`src/rtl/pidat_pkg.sv`:
```
`default_nettype none
// ----------------------------------------------------------------------------
// pidat_pkg
// Shared types, constants and the byte-wide CRC-32 step for the IDAT framer.
// ----------------------------------------------------------------------------
package pidat_pkg;

   localparam logic [16:0] BLOCK_MAX  = 17'd65535;
   localparam logic [14:0] MAX_WIDTH  = 15'd16384;
   localparam logic [14:0] MAX_HEIGHT = 15'd16384;
   localparam logic [16:0] ADLER_MOD  = 17'd65521;
   localparam logic [31:0] CRC_POLY   = 32'hEDB88320;
   localparam logic [31:0] CRC_INIT   = 32'hFFFFFFFF;
   localparam int unsigned QUEUE_DEPTH = 4;
   localparam int unsigned QUEUE_AW    = 2;

   typedef enum logic [0:0] {
      REG_WIDTH  = 1'b0,
      REG_HEIGHT = 1'b1
   } reg_index_type;

   typedef enum logic [4:0] {
      PH_HDR  = 5'b00001,
      PH_BLK  = 5'b00010,
      PH_FILT = 5'b00100,
      PH_DATA = 5'b01000,
      PH_TRL  = 5'b10000
   } phase_type;

   typedef struct packed {
      logic [16:0] bpr;
      logic [14:0] height;
      logic [31:0] chunk_len;
   } frame_cfg_type;

   function automatic logic [31:0] crc_step(input logic [31:0] crc, input logic [7:0] b);
      logic [31:0] c;
      c = crc ^ {24'd0, b};
      for (int k = 0; k < 8; k++) begin
         c = c[0] ? (CRC_POLY ^ (c >> 1)) : (c >> 1);
      end
      return c;
   endfunction

endpackage
`default_nettype wire

```
`src/rtl/pidat_if.sv`:
```
`default_nettype none
// ----------------------------------------------------------------------------
// pidat_req_if / pidat_rsp_if
// Valid/ready channels for pixel bytes in and chunk bytes out.
// ----------------------------------------------------------------------------
interface pidat_req_if;
   logic       valid;
   logic       ready;
   logic [7:0] data_byte;
   modport source (output valid, output data_byte, input ready);
   modport sink (input valid, input data_byte, output ready);
endinterface

interface pidat_rsp_if;
   logic       valid;
   logic       ready;
   logic [7:0] out_byte;
   logic       last_of_run;
   logic       chunk_done;
   modport source (output valid, output out_byte, output last_of_run, output chunk_done,
                   input ready);
   modport sink (input valid, input out_byte, input last_of_run, input chunk_done,
                 output ready);
endinterface
`default_nettype wire

```
`src/rtl/png_idat_stored_deflate_framer_unit.sv`:
```
`default_nettype none
// ----------------------------------------------------------------------------
// png_idat_stored_deflate_framer_unit
// Wraps raw RGBA bytes into one IDAT chunk of stored deflate blocks.
// ----------------------------------------------------------------------------
//  channel | direction | beat contents
//  req     | in        | data_byte
//  rsp     | out       | out_byte, last_of_run, chunk_done
//  csr     | in        | csr_write_en, csr_index, csr_data
//
// One output byte leaves per cycle while rsp is ready and a pixel byte is queued.
// The sequencer puts the chunk and zlib headers before the first byte of a chunk, a
// block header before the first byte of a row or block, the trailer after the last.
// Reset is synchronous; it sets width and height to one and starts a new chunk.
// A stalled rsp holds the output register; req keeps flowing into a four-entry queue until it fills.
module png_idat_stored_deflate_framer_unit (
   input  wire logic        clock,
   input  wire logic        reset,
   pidat_req_if.sink        req,
   pidat_rsp_if.source      rsp,
   input  wire logic        csr_write_en,
   input  wire logic [0:0]  csr_index,
   input  wire logic [14:0] csr_data
);

   logic [14:0] width_ff, width_in;
   logic [14:0] height_ff, height_in;
   logic [14:0] width_c, height_c;
   logic [16:0] per_row;
   logic [31:0] prod;
   pidat_pkg::frame_cfg_type cfg;
   logic        item_valid;
   logic [7:0]  item_byte;
   logic        pop;

   always_comb begin
      width_in  = width_ff;
      height_in = height_ff;
      if (csr_write_en) begin
         unique case (pidat_pkg::reg_index_type'(csr_index))
            pidat_pkg::REG_WIDTH:  width_in  = csr_data;
            pidat_pkg::REG_HEIGHT: height_in = csr_data;
            default: width_in = width_ff;
         endcase
      end
   end

   always_ff @(posedge clock) begin
      if (reset) begin
         width_ff  <= 15'd1;
         height_ff <= 15'd1;
      end else begin
         width_ff  <= width_in;
         height_ff <= height_in;
      end
   end

   assign width_c  = (width_ff == '0) ? 15'd1
                   : (width_ff > pidat_pkg::MAX_WIDTH) ? pidat_pkg::MAX_WIDTH : width_ff;
   assign height_c = (height_ff == '0) ? 15'd1
                   : (height_ff > pidat_pkg::MAX_HEIGHT) ? pidat_pkg::MAX_HEIGHT : height_ff;

   // A row holds at most 65537 bytes, so it spans one or two blocks.
   assign cfg.bpr    = {width_c[14:0], 2'b00} + 17'd1;
   assign cfg.height = height_c;
   assign per_row    = cfg.bpr + ((({width_c, 2'b00}) >= pidat_pkg::BLOCK_MAX) ? 17'd10 : 17'd5);
   assign prod       = {17'd0, height_c} * {15'd0, per_row};
   assign cfg.chunk_len = prod + 32'd6;

   pidat_queue u_queue (
      .clock      (clock),
      .reset      (reset),
      .req        (req),
      .pop        (pop),
      .item_valid (item_valid),
      .item_byte  (item_byte)
   );

   pidat_back u_back (
      .clock      (clock),
      .reset      (reset),
      .clear      (csr_write_en),
      .cfg        (cfg),
      .item_valid (item_valid),
      .item_byte  (item_byte),
      .pop        (pop),
      .rsp        (rsp)
   );

   a_done_is_last: assert property (@(posedge clock) disable iff (reset)
      rsp.valid && rsp.chunk_done |-> rsp.last_of_run)
      else $error("chunk end without end of run");

   a_pop_has_item: assert property (@(posedge clock) disable iff (reset)
      pop |-> item_valid)
      else $error("queue popped while empty");

   a_pop_makes_last: assert property (@(posedge clock) disable iff (reset)
      pop |=> rsp.valid && rsp.last_of_run)
      else $error("item retired without a last beat");

endmodule
`default_nettype wire

```
`src/rtl/pidat_queue.sv`:
```
`default_nettype none
// ----------------------------------------------------------------------------
// pidat_queue
// Small input queue that accepts pixel beats independently of the back end.
// ----------------------------------------------------------------------------
module pidat_queue (
   input  wire logic   clock,
   input  wire logic   reset,
   pidat_req_if.sink   req,
   input  wire logic   pop,
   output logic        item_valid,
   output logic [7:0]  item_byte
);

   logic [7:0]                     mem_ff [pidat_pkg::QUEUE_DEPTH];
   logic [pidat_pkg::QUEUE_AW-1:0] wr_ptr_ff, wr_ptr_in;
   logic [pidat_pkg::QUEUE_AW-1:0] rd_ptr_ff, rd_ptr_in;
   logic [pidat_pkg::QUEUE_AW:0]   count_ff, count_in;
   logic                           push;
   logic                           take;

   assign req.ready  = (count_ff != (pidat_pkg::QUEUE_AW+1)'(pidat_pkg::QUEUE_DEPTH));
   assign push       = req.valid && req.ready;
   assign item_valid = (count_ff != '0);
   assign item_byte  = mem_ff[rd_ptr_ff];
   assign take       = pop && item_valid;

   always_comb begin
      wr_ptr_in = push ? wr_ptr_ff + 1'b1 : wr_ptr_ff;
      rd_ptr_in = take ? rd_ptr_ff + 1'b1 : rd_ptr_ff;
      count_in  = count_ff;
      if (push && !take) begin
         count_in = count_ff + 1'b1;
      end else if (take && !push) begin
         count_in = count_ff - 1'b1;
      end
   end

   always_ff @(posedge clock) begin
      if (reset) begin
         wr_ptr_ff <= '0;
         rd_ptr_ff <= '0;
         count_ff  <= '0;
      end else begin
         wr_ptr_ff <= wr_ptr_in;
         rd_ptr_ff <= rd_ptr_in;
         count_ff  <= count_in;
      end
   end

   always_ff @(posedge clock) begin
      if (push) begin
         mem_ff[wr_ptr_ff] <= req.data_byte;
      end
   end

endmodule
`default_nettype wire

```
`src/rtl/pidat_back.sv`:
```
`default_nettype none
// ----------------------------------------------------------------------------
// pidat_back
// Byte sequencer: header, block headers, filter and pixel bytes, trailer,
// with running Adler-32 and CRC-32 and a registered output stage.
// ----------------------------------------------------------------------------
module pidat_back (
   input  wire logic                     clock,
   input  wire logic                     reset,
   input  wire logic                     clear,
   input  wire pidat_pkg::frame_cfg_type cfg,
   input  wire logic                     item_valid,
   input  wire logic [7:0]               item_byte,
   output logic                          pop,
   pidat_rsp_if.source                   rsp
);

   pidat_pkg::phase_type ph_ff, ph_in, cur_ph, entry_ph, after_filt_ph;
   logic [3:0]  idx_ff, idx_in, cur_idx;
   logic        busy_ff, busy_in;
   logic [13:0] row_ff, row_in;
   logic [16:0] rbi_ff, rbi_in;
   logic [15:0] bcnt_ff, bcnt_in;
   logic [31:0] crc_ff, crc_in;
   logic [15:0] alo_ff, alo_in;
   logic [15:0] ahi_ff, ahi_in;
   logic        ovalid_ff, ovalid_in;
   logic [7:0]  obyte_ff, obyte_in;
   logic        olast_ff, olast_in;
   logic        odone_ff, odone_in;

   logic        fire;
   logic        start;
   logic [14:0] row_next;
   logic        last_row;
   logic [16:0] remain;
   logic [15:0] blen;
   logic        fin;
   logic [16:0] rbi_p;
   logic [16:0] bcnt_p;
   logic [15:0] bcnt_step;
   logic        row_end;
   logic [7:0]  put_byte;
   logic [16:0] lo_sum, lo_mod, hi_sum, hi_mod;
   logic [31:0] adler;

   function automatic pidat_pkg::phase_type sel_ph(input logic [16:0] rbi, input logic [15:0] bc);
      if (rbi == '0) begin
         return (bc == '0) ? pidat_pkg::PH_BLK : pidat_pkg::PH_FILT;
      end
      return (bc == '0) ? pidat_pkg::PH_BLK : pidat_pkg::PH_DATA;
   endfunction

   assign start    = (row_ff == '0) && (rbi_ff == '0) && (bcnt_ff == '0);
   assign entry_ph = start ? pidat_pkg::PH_HDR : sel_ph(rbi_ff, bcnt_ff);
   assign cur_ph   = busy_ff ? ph_ff : entry_ph;
   assign cur_idx  = busy_ff ? idx_ff : 4'd0;
   assign fire     = item_valid && (!ovalid_ff || rsp.ready);

   assign row_next = {1'b0, row_ff} + 15'd1;
   assign last_row = (row_next >= cfg.height);
   assign remain   = cfg.bpr - rbi_ff;
   assign blen     = (remain <= pidat_pkg::BLOCK_MAX) ? remain[15:0]
                                                      : pidat_pkg::BLOCK_MAX[15:0];
   assign fin      = (remain <= pidat_pkg::BLOCK_MAX) && (row_next == cfg.height);

   assign rbi_p     = rbi_ff + 17'd1;
   assign bcnt_p    = {1'b0, bcnt_ff} + 17'd1;
   assign row_end   = (rbi_p >= cfg.bpr);
   assign bcnt_step = ((bcnt_p >= pidat_pkg::BLOCK_MAX) || row_end) ? 16'd0 : bcnt_p[15:0];
   assign after_filt_ph = sel_ph(rbi_p, bcnt_step);

   assign put_byte = (cur_ph == pidat_pkg::PH_DATA) ? item_byte : 8'd0;
   assign lo_sum   = {1'b0, alo_ff} + {9'd0, put_byte};
   assign lo_mod   = (lo_sum >= pidat_pkg::ADLER_MOD) ? lo_sum - pidat_pkg::ADLER_MOD : lo_sum;
   assign hi_sum   = {1'b0, ahi_ff} + lo_mod;
   assign hi_mod   = (hi_sum >= pidat_pkg::ADLER_MOD) ? hi_sum - pidat_pkg::ADLER_MOD : hi_sum;
   assign adler    = {ahi_ff, alo_ff};

   always_comb begin
      ph_in     = ph_ff;
      idx_in    = idx_ff;
      busy_in   = busy_ff;
      row_in    = row_ff;
      rbi_in    = rbi_ff;
      bcnt_in   = bcnt_ff;
      crc_in    = crc_ff;
      alo_in    = alo_ff;
      ahi_in    = ahi_ff;
      ovalid_in = ovalid_ff && !rsp.ready;
      obyte_in  = obyte_ff;
      olast_in  = olast_ff;
      odone_in  = odone_ff;
      pop       = 1'b0;
      if (fire) begin
         ovalid_in = 1'b1;
         olast_in  = 1'b0;
         odone_in  = 1'b0;
         obyte_in  = 8'd0;
         idx_in    = cur_idx + 4'd1;
         busy_in   = 1'b1;
         ph_in     = cur_ph;
         unique case (cur_ph)
            pidat_pkg::PH_HDR: begin
               case (cur_idx)
                  4'd0: obyte_in = cfg.chunk_len[31:24];
                  4'd1: obyte_in = cfg.chunk_len[23:16];
                  4'd2: obyte_in = cfg.chunk_len[15:8];
                  4'd3: obyte_in = cfg.chunk_len[7:0];
                  4'd4: obyte_in = 8'h49;
                  4'd5: obyte_in = 8'h44;
                  4'd6: obyte_in = 8'h41;
                  4'd7: obyte_in = 8'h54;
                  4'd8: obyte_in = 8'h08;
                  4'd9: obyte_in = 8'h1D;
                  default: obyte_in = 8'd0;
               endcase
               if (cur_idx == 4'd0) begin
                  crc_in = pidat_pkg::CRC_INIT;
                  alo_in = 16'd1;
                  ahi_in = 16'd0;
               end else if (cur_idx >= 4'd4) begin
                  crc_in = pidat_pkg::crc_step(crc_ff, obyte_in);
               end
               if (cur_idx == 4'd9) begin
                  ph_in  = sel_ph(rbi_ff, bcnt_ff);
                  idx_in = 4'd0;
               end
            end
            pidat_pkg::PH_BLK: begin
               case (cur_idx)
                  4'd0: obyte_in = {7'd0, fin};
                  4'd1: obyte_in = blen[7:0];
                  4'd2: obyte_in = blen[15:8];
                  4'd3: obyte_in = ~blen[7:0];
                  4'd4: obyte_in = ~blen[15:8];
                  default: obyte_in = 8'd0;
               endcase
               crc_in = pidat_pkg::crc_step(crc_ff, obyte_in);
               if (cur_idx == 4'd4) begin
                  ph_in  = (rbi_ff == '0) ? pidat_pkg::PH_FILT : pidat_pkg::PH_DATA;
                  idx_in = 4'd0;
               end
            end
            pidat_pkg::PH_FILT, pidat_pkg::PH_DATA: begin
               obyte_in = put_byte;
               crc_in   = pidat_pkg::crc_step(crc_ff, put_byte);
               alo_in   = lo_mod[15:0];
               ahi_in   = hi_mod[15:0];
               rbi_in   = row_end ? 17'd0 : rbi_p;
               bcnt_in  = bcnt_step;
               idx_in   = 4'd0;
               if (cur_ph == pidat_pkg::PH_FILT) begin
                  ph_in = after_filt_ph;
               end else if (row_end && last_row) begin
                  ph_in = pidat_pkg::PH_TRL;
               end else begin
                  busy_in  = 1'b0;
                  olast_in = 1'b1;
                  pop      = 1'b1;
                  if (row_end) begin
                     row_in = row_next[13:0];
                  end
               end
            end
            pidat_pkg::PH_TRL: begin
               case (cur_idx)
                  4'd0: obyte_in = adler[31:24];
                  4'd1: obyte_in = adler[23:16];
                  4'd2: obyte_in = adler[15:8];
                  4'd3: obyte_in = adler[7:0];
                  4'd4: obyte_in = ~crc_ff[31:24];
                  4'd5: obyte_in = ~crc_ff[23:16];
                  4'd6: obyte_in = ~crc_ff[15:8];
                  4'd7: obyte_in = ~crc_ff[7:0];
                  default: obyte_in = 8'd0;
               endcase
               if (cur_idx < 4'd4) begin
                  crc_in = pidat_pkg::crc_step(crc_ff, obyte_in);
               end
               if (cur_idx == 4'd7) begin
                  busy_in  = 1'b0;
                  olast_in = 1'b1;
                  odone_in = 1'b1;
                  pop      = 1'b1;
                  row_in   = '0;
                  rbi_in   = '0;
                  bcnt_in  = '0;
                  idx_in   = 4'd0;
               end
            end
            default: begin
               busy_in = 1'b0;
            end
         endcase
      end
   end

   always_ff @(posedge clock) begin
      if (reset || clear) begin
         ph_ff     <= pidat_pkg::PH_HDR;
         idx_ff    <= '0;
         busy_ff   <= 1'b0;
         row_ff    <= '0;
         rbi_ff    <= '0;
         bcnt_ff   <= '0;
         crc_ff    <= pidat_pkg::CRC_INIT;
         alo_ff    <= 16'd1;
         ahi_ff    <= 16'd0;
      end else begin
         ph_ff     <= ph_in;
         idx_ff    <= idx_in;
         busy_ff   <= busy_in;
         row_ff    <= row_in;
         rbi_ff    <= rbi_in;
         bcnt_ff   <= bcnt_in;
         crc_ff    <= crc_in;
         alo_ff    <= alo_in;
         ahi_ff    <= ahi_in;
      end
   end

   always_ff @(posedge clock) begin
      if (reset) begin
         ovalid_ff <= 1'b0;
      end else begin
         ovalid_ff <= ovalid_in;
      end
   end

   always_ff @(posedge clock) begin
      obyte_ff <= obyte_in;
      olast_ff <= olast_in;
      odone_ff <= odone_in;
   end

   assign rsp.valid       = ovalid_ff;
   assign rsp.out_byte    = obyte_ff;
   assign rsp.last_of_run = olast_ff;
   assign rsp.chunk_done  = odone_ff;

endmodule
`default_nettype wire

```
`src/flat_wrapper.sv`:
```
// flat-port wrapper written by rule: the top's interface ports become plain ports
module png_idat_stored_deflate_framer_unit_flat 
  (clock, reset, csr_write_en, csr_index, csr_data, req_valid, req_data_byte, req_ready, rsp_valid, rsp_out_byte, rsp_last_of_run, rsp_chunk_done, rsp_ready);
  pidat_req_if req_i ();
  pidat_rsp_if rsp_i ();
  input  wire logic clock;
  input  wire logic reset;
  input  wire logic csr_write_en;
  input  wire logic [0:0] csr_index;
  input  wire logic [14:0] csr_data;
  input wire logic [$bits(req_i.valid)-1:0] req_valid;
  input wire logic [$bits(req_i.data_byte)-1:0] req_data_byte;
  output wire logic [$bits(req_i.ready)-1:0] req_ready;
  output wire logic [$bits(rsp_i.valid)-1:0] rsp_valid;
  output wire logic [$bits(rsp_i.out_byte)-1:0] rsp_out_byte;
  output wire logic [$bits(rsp_i.last_of_run)-1:0] rsp_last_of_run;
  output wire logic [$bits(rsp_i.chunk_done)-1:0] rsp_chunk_done;
  input wire logic [$bits(rsp_i.ready)-1:0] rsp_ready;
  assign req_i.valid = req_valid;
  assign req_i.data_byte = req_data_byte;
  assign req_ready = req_i.ready;
  assign rsp_valid = rsp_i.valid;
  assign rsp_out_byte = rsp_i.out_byte;
  assign rsp_last_of_run = rsp_i.last_of_run;
  assign rsp_chunk_done = rsp_i.chunk_done;
  assign rsp_i.ready = rsp_ready;
  png_idat_stored_deflate_framer_unit u_core (.clock(clock), .reset(reset), .req(req_i), .rsp(rsp_i), .csr_write_en(csr_write_en), .csr_index(csr_index), .csr_data(csr_data));
endmodule
```
`config.mk`:
```
export PLATFORM = sky130hd
export DESIGN_NAME = png_idat_stored_deflate_framer_unit_flat
export DESIGN_NICKNAME = d
export VERILOG_FILES = /design/src/rtl/pidat_pkg.sv /design/src/rtl/pidat_if.sv /design/src/rtl/png_idat_stored_deflate_framer_unit.sv /design/src/rtl/pidat_queue.sv /design/src/rtl/pidat_back.sv /design/src/flat_wrapper.sv
export SDC_FILE = /design/constraint.sdc
export NUM_CORES = 1
export LEC_CHECK = 0
export BUFFER_PORTS_ARGS = -buffer_cell sky130_fd_sc_hd__buf_2
export CAP_MARGIN = 20
export CORE_ASPECT_RATIO = 1.1
export CORE_MARGIN = 4
export CORE_UTILIZATION = 51
export CTS_CLUSTER_DIAMETER = 30
export DETAILED_ROUTE_END_ITERATION = 7
export PLACE_DENSITY = 0.67
export REMOVE_ABC_BUFFERS = 1
export SLEW_MARGIN = 10
export SYNTH_ARGS = -nofsm -noshare
export SYNTH_HDL_FRONTEND = slang
export SYNTH_SLANG_ARGS = --single-unit
export TNS_END_PERCENT = 30
```
`constraint.sdc`:
```
create_clock -name clock -period 26 [get_ports clock]
set_input_delay 5.2 -clock clock [delete_from_list [all_inputs] [get_ports clock]]
set_output_delay 5.2 -clock clock [all_outputs]
set_load 0.1 [all_outputs]
```
==> impl_metrics.ini <==
[place]
gpl.final_weighted_congestion = 1.033
detailedPlacementHpwl_um = 71300
pre_cts_ws_ns = 15.07
port_buffer_count = 40

[flow_run]
cap_violations = 0

[clock_tree]
cts.sink_count = 203
cts-htree-levels = 2
clock_tree.buffer_depth = 3
cts_tree = yes
postCtsResizedCells = 0
post_cts_buffers = 0
path_clk_slew_ns = 0.05
cts.hold.buffers_added = 0
cts.root.buffer_cell = sky130_fd_sc_hd__clkbuf_16
clock_latency_ns = 0.61
cts_inserted_buffers = 49

[setup_path]
worstPathMaxFanout = 15
setup.worst_path.class = flip-flop to flip-flop
worst-endpoint-arrival_ns = 11.78
worstPathRequired_ns = 26.50
critPathMostFrequentCell = sky130_fd_sc_hd__fa_1
crit_slowest_cell = sky130_fd_sc_hd__xnor2_1
worst_path_largest_cell_delay_ns = 0.62
worst_setup_path_start_kind = flip-flop
worst_setup_end_kind = flip-flop

[timing]
hold_slack_ns = 0.4718
timing.final.setup_violations = 0
setup_total_negative_slack_ns = 0
maxSlewViolCount = 0
layout_worst_path_cycle_share_pct = 43.37
post-route-min-period_ns = 11.28
hold_viol_final = 0
maxSlewHeadroom_pct = 21.21
max_freq_ghz = 0.08868
finClkSkew_ns = 0.03893
tightest_slew_ns = 1.149
setup_repair_after_global_routing_missed_its_margin = false
setup_ws_ns = 14.72

[layout]
number_of_filler_cells_placed_in_the_layout = 4875
antenna-diode-count = 0
areaGrowthSynthToFinish_pct = 9.304
layout-drive-gt1-share_pct = 6.930
final_nets = 3771

[global_routing]
grt_antenna_before_repair = 2
grt_first_pass_wirelength_um = 143300
overflow = 0
via_count_of_the_first_global_routing_pass = 25390
grt_start_max_net_pins = 51
grt.total_usage_pct = 31.87

[yosys]
syn_area_per_cell_um2 = 7.949
cell_with_the_most_instances_after_synthesis = sky130_fd_sc_hd__nand2_1
synth.cells.most_frequent = sky130_fd_sc_hd__nand2_1, sky130_fd_sc_hd__inv_1, sky130_fd_sc_hd__nor2_1
async_sr_flop_fraction_pct = 0
yosys_warnings = 0
post-synth-top-area-cell = sky130_fd_sc_hd__fa_1
netlist_top_cells_area = sky130_fd_sc_hd__fa_1, sky130_fd_sc_hd__dfxtp_1, sky130_fd_sc_hd__ha_1
synth.distinct_cells = 94
post_synthesis_cells = 3397
synthesized_flop_and_latch_total = 203
count_of_flip_flops_with_a_built_in_enable_after_synthesis = 42
synth.top_cell.area_share_pct = 14.83
proportion_of_synthesized_chip_area_in_sequential_cells_pct = 16.61
synthesis.area_um2 = 27000
synthFlopType = sky130_fd_sc_hd__dfxtp_1

[floorplan]
dieHeight_um = 249.3
placement_rows = 88
io_pins = 41
start_util_pct = 51.52
fp.dieW_um = 227.4
design.core.area_um2 = 52410
area_of_the_die_um2 = 56700

[pwr]
vdd_ir_drop_max_mv = 0.07319
p_leak_nw = 12.64
pwr_density_cell_nw_per_um2 = 51.87

[route]
residual_drc_count = 2
vias_per_cell = 6.208
routed_wire_length_per_instance_um = 22.51
detail-route-antenna-nets = 0
drt_iter0_markers = 2598
postRouteWirelength_um = 91530
detail_route.first_pass.iterations = 8
num_vias = 25240

[outcome]
outcome = finished with violations
failing_checks = design-rule violations

[hold_path]
worstHoldPathType = flip-flop to flip-flop
==> state kept, by name, summed over array words and instances, names as in the netlist, 14 cells and up, named ones only <==
register               cells
u_core.u_back.alo_ff      16
u_core.u_back.ahi_ff      16
u_core.u_back.row_ff      14
u_core.u_back.crc_ff      32
u_core.u_queue.mem_ff     32
u_core.u_back.rbi_ff      17
u_core.width_ff           15
u_core.u_back.bcnt_ff     16
u_core.height_ff          15
==> layout make-up <==
cell class / count / area, um2 / area share (%)
Multi-Input combinational cell: 2645 / 20470 / 69.34
Clock inverter: 32 / 465.4 / 1.577
Tap cell: 675 / 844.6 / 2.861
Inverter: 359 / 1348 / 4.565
Sequential cell: 203 / 4484 / 15.19
Clock buffer: 58 / 1300 / 4.404
Timing Repair Buffer: 94 / 608.1 / 2.060
==> path summary, 6_finish.rpt <==
path	start	to	slack, ns	depth (start not counted)
setup / recovery	u_core.width_ff[14]$_SDFFE_PP0P_	u_core.u_back.crc_ff[19]$_SDFFE_PP1P_	14.72	32
hold / removal	u_core.width_ff[4]$_SDFFE_PP0P_	u_core.width_ff[4]$_SDFFE_PP0P_	0.47	2
setup reg to reg	u_core.width_ff[14]$_SDFFE_PP0P_	u_core.u_back.crc_ff[19]$_SDFFE_PP1P_	14.72	32
hold reg to reg	u_core.width_ff[4]$_SDFFE_PP0P_	u_core.width_ff[4]$_SDFFE_PP0P_	0.47	2
==> metrics by stage <==
stage          util [%]  total power [mW]  cell area (um2)  cells
6_report          56.32             1.531            29520   4066
5_1_grt           56.32             1.594            29520   4066
4_1_cts           56.28             1.530            29500   4064
3_5_place_dp      52.91            0.8667            27730   3974
3_3_place_gp      52.91            0.8589            27730   3974
2_1_floorplan         -            0.7276            26280   3207
==> per-layer routing <==
layer  vias to the layer above  routed length (um)  global-route usage, %
met5                         -                   0                      0
met4                         0                4545                  13.19
met3                       281                7716                  6.011
met2                      1159               42440                  51.69
met1                     12290               36830                  41.73
li1                      11510                   -                      -
==> worst max-delay path: cells and delay by family (launching register included) <==
family,cells,cell delay (ns)
compound gates,7,1.74
xor+xnor,4,1.90
fa+ha+maj,7,3.53
buf+inv,5,0.48
flops,1,0.53
mux,1,0.08
simple gates,8,2.91
==> report_power, final <==
part           total, mW  leakage [nW]  switching (mW)  internal (mW)
Combinational      0.508          10.1           0.325          0.183
Clock              0.658         0.863           0.223          0.435
Sequential         0.365          1.70          0.0229          0.342
Total               1.53          12.6           0.571          0.960
==> cells by family (layout without fill, tap and decap cells) <==
logic type / Yosys count / in the layout / synth area share, %
multiplexers: 47 / 47 / 2.131
AO/OA/AOI/OAI: 705 / 705 / 17.30
flip-flops: 203 / 203 / 16.61
XOR/XNOR: 384 / 384 / 13.39
AND/OR/NAND/NOR: 1119 / 1119 / 19.27
adder cells (fa/ha/maj): 390 / 390 / 23.63
buffers and inverters: 549 / 543 / 7.673
==> cells in the final DEF, fill, tap and decap left out, types with 40 or more instances in the layout <==
cell type,count
sky130_fd_sc_hd__nand2_1,389
sky130_fd_sc_hd__inv_1,357
sky130_fd_sc_hd__nor2_1,310
sky130_fd_sc_hd__xnor2_1,271
sky130_fd_sc_hd__fa_1,200
sky130_fd_sc_hd__ha_1,190
sky130_fd_sc_hd__a21oi_1,183
sky130_fd_sc_hd__dfxtp_1,161
sky130_fd_sc_hd__o21ai_0,134
sky130_fd_sc_hd__xor2_1,92
sky130_fd_sc_hd__nand3_1,84
sky130_fd_sc_hd__nor3_1,62
sky130_fd_sc_hd__buf_4,52
sky130_fd_sc_hd__clkbuf_16,49
sky130_fd_sc_hd__edfxtp_1,42
sky130_fd_sc_hd__buf_2,40
Power figures use the tool's default switching activity.
